===== src/rtl/awbc_pkg.sv =====
// Package for the ALU and micro-branch core: item structs, opcode and condition codes,
// and the operand-term function used by the first pipeline stage.
// Depends on nothing.
`timescale 1ns / 1ps

package awbc_pkg;

    typedef struct packed {
        logic [7:0] a_reg_one;
        logic [7:0] a_reg_zero;
        logic [7:0] b_reg_one;
        logic [7:0] b_reg_zero;
        logic       a_select;
        logic       b_select;
        logic [4:0] alu_op;
        logic       carry_in_n;
        logic [3:0] branch_op;
        logic       go_level;
    } t_alu_in;

    typedef struct packed {
        logic [7:0] result;
        logic       negative;
        logic       all_ones;
        logic       zero_n;
        logic       carry_four;
        logic       carry_eight;
        logic       load_upc;
    } t_alu_out;

    typedef struct packed {
        logic [8:0] x;
        logic [8:0] y;
    } t_terms;

    localparam logic [3:0] ARITH_A_PLUS_ONE   = 4'd0;
    localparam logic [3:0] ARITH_OR_PLUS_ONE  = 4'd1;
    localparam logic [3:0] ARITH_ORN_PLUS_ONE = 4'd2;
    localparam logic [3:0] ARITH_MINUS_ONE    = 4'd3;
    localparam logic [3:0] ARITH_A_PLUS_ANDN  = 4'd4;
    localparam logic [3:0] ARITH_OR_PLUS_ANDN = 4'd5;
    localparam logic [3:0] ARITH_A_MINUS_B    = 4'd6;
    localparam logic [3:0] ARITH_ANDN_MINUS   = 4'd7;
    localparam logic [3:0] ARITH_A_PLUS_AND   = 4'd8;
    localparam logic [3:0] ARITH_A_PLUS_B     = 4'd9;
    localparam logic [3:0] ARITH_ORN_PLUS_AND = 4'd10;
    localparam logic [3:0] ARITH_AND_MINUS    = 4'd11;
    localparam logic [3:0] ARITH_A_PLUS_A     = 4'd12;
    localparam logic [3:0] ARITH_OR_PLUS_A    = 4'd13;
    localparam logic [3:0] ARITH_ORN_PLUS_A   = 4'd14;
    localparam logic [3:0] ARITH_A_MINUS      = 4'd15;

    localparam logic [3:0] LOGIC_NOT_A   = 4'd0;
    localparam logic [3:0] LOGIC_NOR     = 4'd1;
    localparam logic [3:0] LOGIC_NA_AND  = 4'd2;
    localparam logic [3:0] LOGIC_ZERO    = 4'd3;
    localparam logic [3:0] LOGIC_NAND    = 4'd4;
    localparam logic [3:0] LOGIC_NOT_B   = 4'd5;
    localparam logic [3:0] LOGIC_XOR     = 4'd6;
    localparam logic [3:0] LOGIC_A_ANDN  = 4'd7;
    localparam logic [3:0] LOGIC_NA_OR   = 4'd8;
    localparam logic [3:0] LOGIC_XNOR    = 4'd9;
    localparam logic [3:0] LOGIC_B       = 4'd10;
    localparam logic [3:0] LOGIC_AND     = 4'd11;
    localparam logic [3:0] LOGIC_ONES    = 4'd12;
    localparam logic [3:0] LOGIC_A_ORN   = 4'd13;
    localparam logic [3:0] LOGIC_OR      = 4'd14;
    localparam logic [3:0] LOGIC_A       = 4'd15;

    localparam logic [2:0] COND_ALL_ONES = 3'd0;
    localparam logic [2:0] COND_NEGATIVE = 3'd1;
    localparam logic [2:0] COND_CARRY4   = 3'd2;
    localparam logic [2:0] COND_CARRY8   = 3'd3;
    localparam logic [2:0] COND_GO       = 3'd4;
    localparam logic [2:0] COND_ZERO_N   = 3'd5;

    // Every arithmetic code is rewritten as x + y + carry, with subtraction of one
    // folded into an all-ones y term.
    function automatic t_terms arith_terms(input logic [3:0] code, input logic [8:0] a,
                                           input logic [8:0] b);
        t_terms t;
        logic [8:0] nb;
        nb = ~b;
        case (code)
            ARITH_A_PLUS_ONE:   t = '{x: a,         y: 9'd0};
            ARITH_OR_PLUS_ONE:  t = '{x: a | b,     y: 9'd0};
            ARITH_ORN_PLUS_ONE: t = '{x: a | nb,    y: 9'd0};
            ARITH_MINUS_ONE:    t = '{x: 9'd0,      y: 9'h1ff};
            ARITH_A_PLUS_ANDN:  t = '{x: a,         y: a & nb};
            ARITH_OR_PLUS_ANDN: t = '{x: a | b,     y: a & nb};
            ARITH_A_MINUS_B:    t = '{x: a,         y: nb};
            ARITH_ANDN_MINUS:   t = '{x: a & nb,    y: 9'h1ff};
            ARITH_A_PLUS_AND:   t = '{x: a,         y: a & b};
            ARITH_A_PLUS_B:     t = '{x: a,         y: b};
            ARITH_ORN_PLUS_AND: t = '{x: a | nb,    y: a & b};
            ARITH_AND_MINUS:    t = '{x: a & b,     y: 9'h1ff};
            ARITH_A_PLUS_A:     t = '{x: a,         y: a};
            ARITH_OR_PLUS_A:    t = '{x: a | b,     y: a};
            ARITH_ORN_PLUS_A:   t = '{x: a | nb,    y: a};
            default:            t = '{x: a,         y: 9'h1ff};
        endcase
        return t;
    endfunction

endpackage


===== src/rtl/alu_with_branch_condition_core.sv =====
// Top level of the ALU and micro-branch core: a three-stage pipeline of operand
// terms, addition, and flag and branch evaluation.
// Depends on awbc_pkg.
`timescale 1ns / 1ps

// Channel   Direction  Handshake            Payload
// input     in         i_valid / o_stall    i_data (t_alu_in)
// output    out        o_valid / i_stall    o_data (t_alu_out)
//
// Each item passes three register stages before it is offered on the output channel.
// A new item is accepted in every cycle while the output is not stalled.
// A stall holds each occupied stage with no empty stage ahead of it; items behind move up into empty stages.
// Reset clears the stage valid bits only.
module alu_with_branch_condition_core
    import awbc_pkg::*;
(
    input  logic     i_clk,
    input  logic     i_rst_n,
    input  logic     i_valid,
    output logic     o_stall,
    input  t_alu_in  i_data,
    output logic     o_valid,
    input  logic     i_stall,
    output t_alu_out o_data
);

    logic       r_v1, r_v2, r_v3;
    logic       rdy1, rdy2, rdy3;

    t_terms     r_wide, n_wide;
    t_terms     r_nib, n_nib;
    logic       r_cy, r_arith, r_sub, r_go;
    logic [3:0] r_bop;
    logic [7:0] r_logic, n_logic;

    logic [7:0] r_res2;
    logic       r_c4, r_c8, r_go2;
    logic [3:0] r_bop2;
    logic [8:0] sum_wide;
    logic [4:0] sum_nib;

    t_alu_out   r_out, n_out;

    logic [7:0] a, b;
    logic       sub;
    t_terms     nib_full;

    assign rdy3    = !r_v3 || !i_stall;
    assign rdy2    = !r_v2 || rdy3;
    assign rdy1    = !r_v1 || rdy2;
    assign o_stall = !rdy1;
    assign o_valid = r_v3;
    assign o_data  = r_out;

    always_comb begin
        a        = i_data.a_select ? i_data.a_reg_one : i_data.a_reg_zero;
        b        = i_data.b_select ? i_data.b_reg_one : i_data.b_reg_zero;
        n_wide   = arith_terms(i_data.alu_op[3:0], {1'b0, a}, {1'b0, b});
        nib_full = arith_terms(i_data.alu_op[3:0], {5'd0, a[3:0]}, {5'd0, b[3:0]});
        n_nib    = '{x: {4'd0, nib_full.x[4:0]}, y: {4'd0, nib_full.y[4:0]}};
        sub      = i_data.alu_op[3:0] inside {ARITH_A_MINUS_B, ARITH_ANDN_MINUS,
                                               ARITH_AND_MINUS, ARITH_A_MINUS};
        case (i_data.alu_op[3:0])
            LOGIC_NOT_A:  n_logic = ~a;
            LOGIC_NOR:    n_logic = ~(a | b);
            LOGIC_NA_AND: n_logic = ~a & b;
            LOGIC_ZERO:   n_logic = 8'h00;
            LOGIC_NAND:   n_logic = ~(a & b);
            LOGIC_NOT_B:  n_logic = ~b;
            LOGIC_XOR:    n_logic = a ^ b;
            LOGIC_A_ANDN: n_logic = a & ~b;
            LOGIC_NA_OR:  n_logic = ~a | b;
            LOGIC_XNOR:   n_logic = ~(a ^ b);
            LOGIC_B:      n_logic = b;
            LOGIC_AND:    n_logic = a & b;
            LOGIC_ONES:   n_logic = 8'hff;
            LOGIC_A_ORN:  n_logic = a | ~b;
            LOGIC_OR:     n_logic = a | b;
            default:      n_logic = a;
        endcase
    end

    always_ff @(posedge i_clk) begin
        if (rdy1) begin
            r_wide  <= n_wide;
            r_nib   <= n_nib;
            r_cy    <= ~i_data.carry_in_n;
            r_arith <= ~i_data.alu_op[4];
            r_sub   <= sub;
            r_logic <= n_logic;
            r_bop   <= i_data.branch_op;
            r_go    <= i_data.go_level;
        end
    end

    assign sum_wide = r_wide.x + r_wide.y + {8'd0, r_cy};
    assign sum_nib  = r_nib.x[4:0] + r_nib.y[4:0] + {4'd0, r_cy};

    always_ff @(posedge i_clk) begin
        if (rdy2) begin
            r_res2 <= r_arith ? sum_wide[7:0] : r_logic;
            r_c4   <= r_arith ? (sum_nib[4] ^ ~r_sub) : 1'b1;
            r_c8   <= r_arith ? (sum_wide[8] ^ ~r_sub) : 1'b1;
            r_bop2 <= r_bop;
            r_go2  <= r_go;
        end
    end

    always_comb begin
        logic cond;
        logic pol;
        n_out.result      = r_res2;
        n_out.negative    = r_res2[7];
        n_out.all_ones    = (r_res2 == 8'hff);
        n_out.zero_n      = (r_res2 != 8'h00);
        n_out.carry_four  = r_c4;
        n_out.carry_eight = r_c8;
        pol = r_bop2[3];
        case (r_bop2[2:0])
            COND_ALL_ONES: cond = n_out.all_ones;
            COND_NEGATIVE: cond = n_out.negative;
            COND_CARRY4:   cond = r_c4;
            COND_CARRY8:   cond = r_c8;
            COND_GO:       cond = r_go2;
            COND_ZERO_N:   cond = n_out.zero_n;
            default:       cond = 1'b0;
        endcase
        n_out.load_upc = cond ^ pol;
    end

    always_ff @(posedge i_clk) begin
        if (rdy3) begin
            r_out <= n_out;
        end
    end

    always_ff @(posedge i_clk) begin
        if (!i_rst_n) begin
            r_v1 <= 1'b0;
            r_v2 <= 1'b0;
            r_v3 <= 1'b0;
        end else begin
            if (rdy1) begin
                r_v1 <= i_valid;
            end
            if (rdy2) begin
                r_v2 <= r_v1;
            end
            if (rdy3) begin
                r_v3 <= r_v2;
            end
        end
    end

endmodule


===== config.mk =====
export PLATFORM = sky130hd
export DESIGN_NAME = alu_with_branch_condition_core
export DESIGN_NICKNAME = d
export VERILOG_FILES = /design/src/rtl/awbc_pkg.sv /design/src/rtl/alu_with_branch_condition_core.sv
export SDC_FILE = /design/constraint.sdc
export NUM_CORES = 1
export LEC_CHECK = 0
export BUFFER_PORTS_ARGS = -buffer_cell sky130_fd_sc_hd__buf_4
export CORE_MARGIN = 2
export CORE_UTILIZATION = 50
export DETAILED_ROUTE_END_ITERATION = 16
export PLACE_DENSITY = 0.71
export SETUP_SLACK_MARGIN = 0.2
export SYNTH_ARGS = -nofsm -noshare
export SYNTH_HDL_FRONTEND = slang
export SYNTH_SLANG_ARGS = --single-unit
export TNS_END_PERCENT = 100

===== constraint.sdc =====
create_clock -name i_clk -period 2.55 [get_ports i_clk]
set_input_delay 0.255 -clock i_clk [delete_from_list [all_inputs] [get_ports i_clk]]
set_output_delay 0.255 -clock i_clk [all_outputs]
set_load 0.01 [all_outputs]

==> impl_metrics.csv, run 1 <==
group,metric,value,unit
critical_path,crit_start,"r_wide[0]",
critical_path,crit_slowest_cell,"fa_2",
clock_network,cts_root_buf,"clkbuf_8",
clock_network,cts_buffers,9,
synthesis,synth-edff-count,62,
critical_path,crit_family,"compound AO/OA/AOI/OAI gates",
synthesis,yosys.area.top_type,"edfxtp_1",
power,ir_worst_vdd,299,µV
detailed_routing,avgRoutedWirePerCell,18.5,µm
die,ios,65,
run,maxCapViolCount,0,
critical_path,r2r_start,"r_wide[0]",
critical_path,worst_setup_path_end_kind,"register",
clock_network,cts_sinks,65,
place,dp_hpwl,9360,µm
synthesis,synthTopCellsByArea,"edfxtp_1 (38%), ha_1 (9.9%), o21ai_0 (3.0%)",
global_routing,grt.total_usage,24.9,%
sta,max-slew-margin-rel,55.8,%
synthesis,ys.warnings.count,0,
place,place_area,0.00553,mm²
detailed_routing,via_per_inst,6.23,
critical_path,critPathBufInv,1,
sta,max_freq,424,MHz
global_routing,grt_remaining_overflow,0,
clock_network,clockBufferDepth,2,
synthesis,synth_fp_nets,592,
power,power.density,564,mW/mm²
detailed_routing,vias,4388,
power,p_leak,0.00235,µW
die,fp.dieH,103,µm
detailed_routing,routed_wl,13000,µm
clock_network,cts_tree,"yes",
critical_path,cpMostUsedCell,"fa_2",
global_routing,grt_max_degree,39,
critical_path,critPathLaunchType,"register",
worst_hold_path,hold_path_class,"in -> reg",
global_routing,use_met1,32.6,%
final_layout,area_growth,16.6,%
clock_network,clk-insertion-delay-late,0.34,ns
detailed_routing,first_pass_iters,6,
final_layout,drive_above_1_share,22.4,%
status,outcome,"complete, no violations",
worst_hold_path,hold_path.startpoint,"i_data[4]",
sta,maxSlewViolCount,0,
sta,finalHoldViolations,0,
clock_network,h-tree-depth,3,
global_routing,grt.busiest_layer,"met2",
die,die_x,103,µm
critical_path,slowest_delay,0.42,ns
synthesis,syn-cell-area,0.00493,mm²
detailed_routing,drc_errors,0,
critical_path,crit_required,2.65,ns
critical_path,worst_ep_arrival_time,2.46,ns
synthesis,yosysSeqAreaShare,39.0,%
synthesis,synth_cell_types,61,
sta,setup-violations-final,0,
synthesis,synthArstFlopShare,0,%
critical_path,worstSetupPathType,"reg -> reg",
die,rows,36,
critical_path,worst-path-max-fanout,2,
synthesis,syn_area_per_cell,9.82,µm²
global_routing,antenna_found_initial,0,
global_routing,met2_usage,41.1,%
final_layout,final_nets,656,
synthesis,synth-seq-cells,65,
final_layout,finish.instance_area,0.00575,mm²
global_routing,grt_pass1_vias,4039,
synthesis,synth_top_area_share,37.8,%
die,start_util,50.9,%
final_layout,diodes,0,
place,numPortBuffers,64,
sta,period_minus_slack,2.36,ns
detailed_routing,ant_nets,0,
die,coreArea,0.00968,mm²
detailed_routing,drt_iter0_markers,503,
critical_path,crit_chain,"fa_2 -> inv_2 -> fa_2 -> nor2b_4 -> o31a_1 -> o21a_1 -> or3_1 -> a31o_1",
sta,worst_pin_slew,0.655,ns
global_routing,use_met3,4.97,%
synthesis,syn_inst,502,
sta,finalClockSkew,0.00635,ns
die,die-area,0.0107,mm²
clock_network,clk_pin_slew,0.07,ns
sta,grt_setup_unrepaired,"yes",
synthesis,ys_dominant_reg_cell,"edfxtp_1",
clock_network,hold_buffers,0,
sta,setup-tns-final,0,ns
global_routing,grt_pass1_wl,20300,µm
sta,period_share,92.6,%
place,gp_congestion,0.935,
cell usage after synthesis, types with 13 or more instances:
master / number
nand3_1: 13
nor2_1: 38
nand2_1: 27
ha_1: 39
nor3_1: 15
a21oi_1: 24
buf_2: 22
edfxtp_1: 62
o21ai_0: 30
inv_1: 30
a22oi_1: 13
stage by stage:
stage,util [%],hold WS [ns],std cells,worst slack [ns],total power (µW)
3_3_place_gp,57.1,0.407,687,0.134,2380
2_1_floorplan,-,0.354,502,0.203,2080
3_5_place_dp,57.1,0.406,687,0.0876,2410
6_report,59.3,0.0879,704,0.190,3240
4_1_cts,59.3,0.0717,704,0.176,3250
5_1_grt,59.3,0.0695,704,0.107,3430
kinds of logic after synthesis:
kind of cell | Yosys count | synth area share (%)
compound gates | 158 | 22.0
mux | 27 | 6.55
simple gates | 137 | 13.6
buf+inv | 66 | 6.73
xor+xnor | 8 | 1.42
flops | 65 | 39.0
fa+ha+maj | 41 | 10.7
layout make-up:
cell class	count	area (µm²)
inverter	31	116
multi-input combinational	371	2690
tap	133	166
clock buffer	9	124
sequential	65	1920
timing repair buffer	88	661
clock inverter	7	71.3
fill	809	3940
per-layer routing:
metal	vias up	wire [µm]
met1	2047	5220
met5	-	0
met3	27	1270
li1	2040	-
met2	274	6310
met4	0	239
cell usage in the layout, fill, tap and decap left out, types with 10 or more instances in the layout:
cell type	netlist	layout
a21oi_1	24	24
a22oi_1	13	13
buf_4	5	88
edfxtp_1	62	62
ha_1	39	39
inv_1	30	29
mux2_2	12	12
mux2i_1	12	12
nand2_1	27	27
nand2b_1	10	10
nand3_1	13	13
nor2_1	38	38
nor3_1	15	15
o21ai_0	30	30
o22ai_1	12	12
what timing repair did:
action | 4_1_cts | 5_1_grt
resized for setup | 3 | 1
setup buffers | 1 | 0
setup endpoints to repair | 2 | 3
pin swaps | 2 | 2
report_power, final:
group / switching (µW) / total, µW / internal, µW
clock network: 377 / 825 / 448
registers: 80.0 / 1460 / 1380
logic: 516 / 962 / 446
total: 973 / 3240 / 2270
flip-flops by register name, indices dropped and copies added (netlist names):
signal and cells:
r_logic 8, o_data 13, r_cy 1, r_go 1, r_c4 1, r_c8 1
r_v2 1, r_bop 4, r_arith 1, r_wide 18, r_v1 1, r_sub 1
r_go2 1, r_bop2 4, o_valid 1, r_res2 8
final timing paths:
check                                  to  depth (start not counted)  slack [ns]
worst max-delay path            r_res2[6]                          8        0.19
worst min-delay path             r_bop[3]                          1        0.09
worst max register to register  r_res2[6]                          8        0.19
worst min register to register  r_bop2[2]                          0        0.42
No activity file was read; power rests on OpenSTA's default activity.
==> run 2: changes to the inputs <==
--- a/config.mk
+++ b/config.mk
@@ -5,6 +5,7 @@
 export SDC_FILE = /design/constraint.sdc
 export NUM_CORES = 1
 export LEC_CHECK = 0
+export ABC_AREA = 1
 export BUFFER_PORTS_ARGS = -buffer_cell sky130_fd_sc_hd__buf_4
 export CORE_MARGIN = 2
 export CORE_UTILIZATION = 50
==> impl_metrics.csv, run 2 <==
group,metric,value,unit
place,dp_hpwl,9740,µm
critical_path,worstSetupPathType,"reg -> reg",
die,start_util,51.7,%
final_layout,finish.instance_area,0.00569,mm²
worst_hold_path,hold_path_class,"in -> reg",
detailed_routing,avgRoutedWirePerCell,14.5,µm
sta,maxSlewViolCount,0,
detailed_routing,routed_wl,12600,µm
final_layout,top_register,"r_wide",
global_routing,grt.total_usage,25.5,%
die,rows,35,
synthesis,yosys.area.top_type,"edfxtp_1",
final_layout,diodes,0,
detailed_routing,drt_iter0_markers,323,
power,p_leak,0.00286,µW
critical_path,worst_setup_path_end_kind,"register",
sta,period_minus_slack,1.96,ns
place,place_area,0.00552,mm²
synthesis,syn_inst,652,
run,maxCapViolCount,0,
critical_path,critPathLaunchType,"register",
detailed_routing,vias,4480,
place,numPortBuffers,64,
synthesis,synthTopCellsByArea,"edfxtp_1 (39%), nand2_1 (18%), ha_1 (10%)",
sta,finalHoldViolations,0,
clock_network,cts_root_buf,"clkbuf_8",
sta,finalClockSkew,0.00758,ns
clock_network,hold_buffers,0,
synthesis,synth-seq-cells,65,
clock_network,clk_pin_slew,0.07,ns
die,die-area,0.0104,mm²
global_routing,grt_remaining_overflow,0,
final_layout,final_cell_mix,"nand2_1 (232), inv_1 (101), buf_4 (80)",
die,die_x,102,µm
clock_network,clockBufferDepth,2,
die,coreArea,0.00928,mm²
sta,setup-violations-final,0,
die,fp.dieH,102,µm
sta,setup-tns-final,0,ns
final_layout,fin_util,61.3,%
final_layout,area_growth,18.6,%
final_layout,final_nets,827,
sta,holdWs,0.0945,ns
sta,max_freq,511,MHz
synthesis,synth_top_area_share,38.8,%
synthesis,synth_cell_types,31,
clock_network,h-tree-depth,3,
synthesis,synth-edff-count,62,
synthesis,synth.most_common_cell,"nand2_1",
power,ir_worst_vdd,216,µV
critical_path,worst_ep_arrival_time,2.02,ns
detailed_routing,drc_errors,0,
synthesis,ys_dominant_reg_cell,"edfxtp_1",
sta,grt_setup_unrepaired,"no",
synthesis,yosysSeqAreaShare,40.0,%
synthesis,syn-cell-area,0.00480,mm²
final_layout,mostFrequentLayoutCell,"nand2_1",
synthesis,syn_area_per_cell,7.37,µm²
detailed_routing,via_per_inst,5.14,
die,ios,65,
power,power.density,526,mW/mm²
synthesis,synthTopCellsByCount,"nand2_1 (232), inv_1 (102), nor2_1 (65), edfxtp_1 (62), ha_1 (39)",
global_routing,grt_pass1_wl,20100,µm
critical_path,crit_required,2.62,ns
synthesis,ys.warnings.count,0,
status,outcome,"complete, no violations",
global_routing,grt_pass1_vias,4191,
sta,max-slew-margin-rel,54.1,%
clock_network,post_cts_buffers,0,
clock_network,cts_buffers,9,
critical_path,worst-path-max-fanout,4,
synthesis,synth_fp_nets,742,
clock_network,post_cts_resized,0,
global_routing,antenna_found_initial,0,
sta,period_share,76.7,%
clock_network,cts_tree,"yes",
place,gp_congestion,0.924,
detailed_routing,ant_nets,0,
final_layout,drive_above_1_share,15.1,%
sta,worst_pin_slew,0.688,ns
clock_network,clk-insertion-delay-late,0.33,ns
clock_network,cts_sinks,65,
synthesis,synthArstFlopShare,0,%
global_routing,grt_max_degree,35,
final_layout,largest_reg_flops,18,
detailed_routing,first_pass_iters,5,
[run 2: report_power, final]
group / switching, µW / internal, µW / leakage, µW
clock: 383 / 350 / 0.0000830
sequential: 74.9 / 1370 / 0.000691
combinational: 479 / 341 / 0.00209
[run 2: final cells by class]
cell class	instances	area [µm²]
clock buffers	9	124
multi-input cells	476	2440
clock inverters	7	46.3
fillers	857	3590
inverters	105	398
flip-flops and latches	65	1920
well taps	129	161
repair buffers	80	601
[run 2: cell families after synthesis]
| kind of cell | share of synthesized area (%) |
|---|---|
| AO/OA/AOI/OAI | 8.83 |
| XOR/XNOR | 0.730 |
| adder cells (fa/ha/maj) | 11.0 |
| buffers and inverters | 9.17 |
| flip-flops | 40.0 |
| AND/OR/NAND/NOR | 30.3 |
[run 2: path summary, 6_finish.rpt]
path               end  cells past startpoint  slack (ns)      start
max               r_c8                     10        0.59  r_wide[0]
min               r_go                      1        0.09  i_data[0]
max reg2reg       r_c8                     10        0.59  r_wide[0]
min reg2reg  r_bop2[3]                      0        0.42   r_bop[3]
[run 2: routing by layer]
metal / global-route usage (%) / wire, µm / vias up
met4: 12.6 / 561 / 0
li1: - / - / 2262
met1: 30.0 / 5140 / 1998
met2: 45.5 / 6160 / 179
met5: 0 / 0 / -
met3: 3.56 / 761 / 41
[run 2: critical path: stages, from the launching register on]
cell      delay [ns]
edfxtp_1        0.40
fa_1            0.46
inv_1           0.08
fa_1            0.17
inv_1           0.08
nand3_1         0.09
nand2_1         0.13
nand2_1         0.10
nand2_1         0.06
nand2_1         0.06
nand3_1         0.07
[run 2: stage by stage]
stage | worst slack (ns) | power (µW) | std cells
global route | 0.492 | 3180 | 871
CTS | 0.598 | 3010 | 871
floorplan | 0.292 | 1970 | 652
detailed placement | 0.440 | 2280 | 855
global placement | 0.446 | 2260 | 855
finish | 0.594 | 3000 | 871
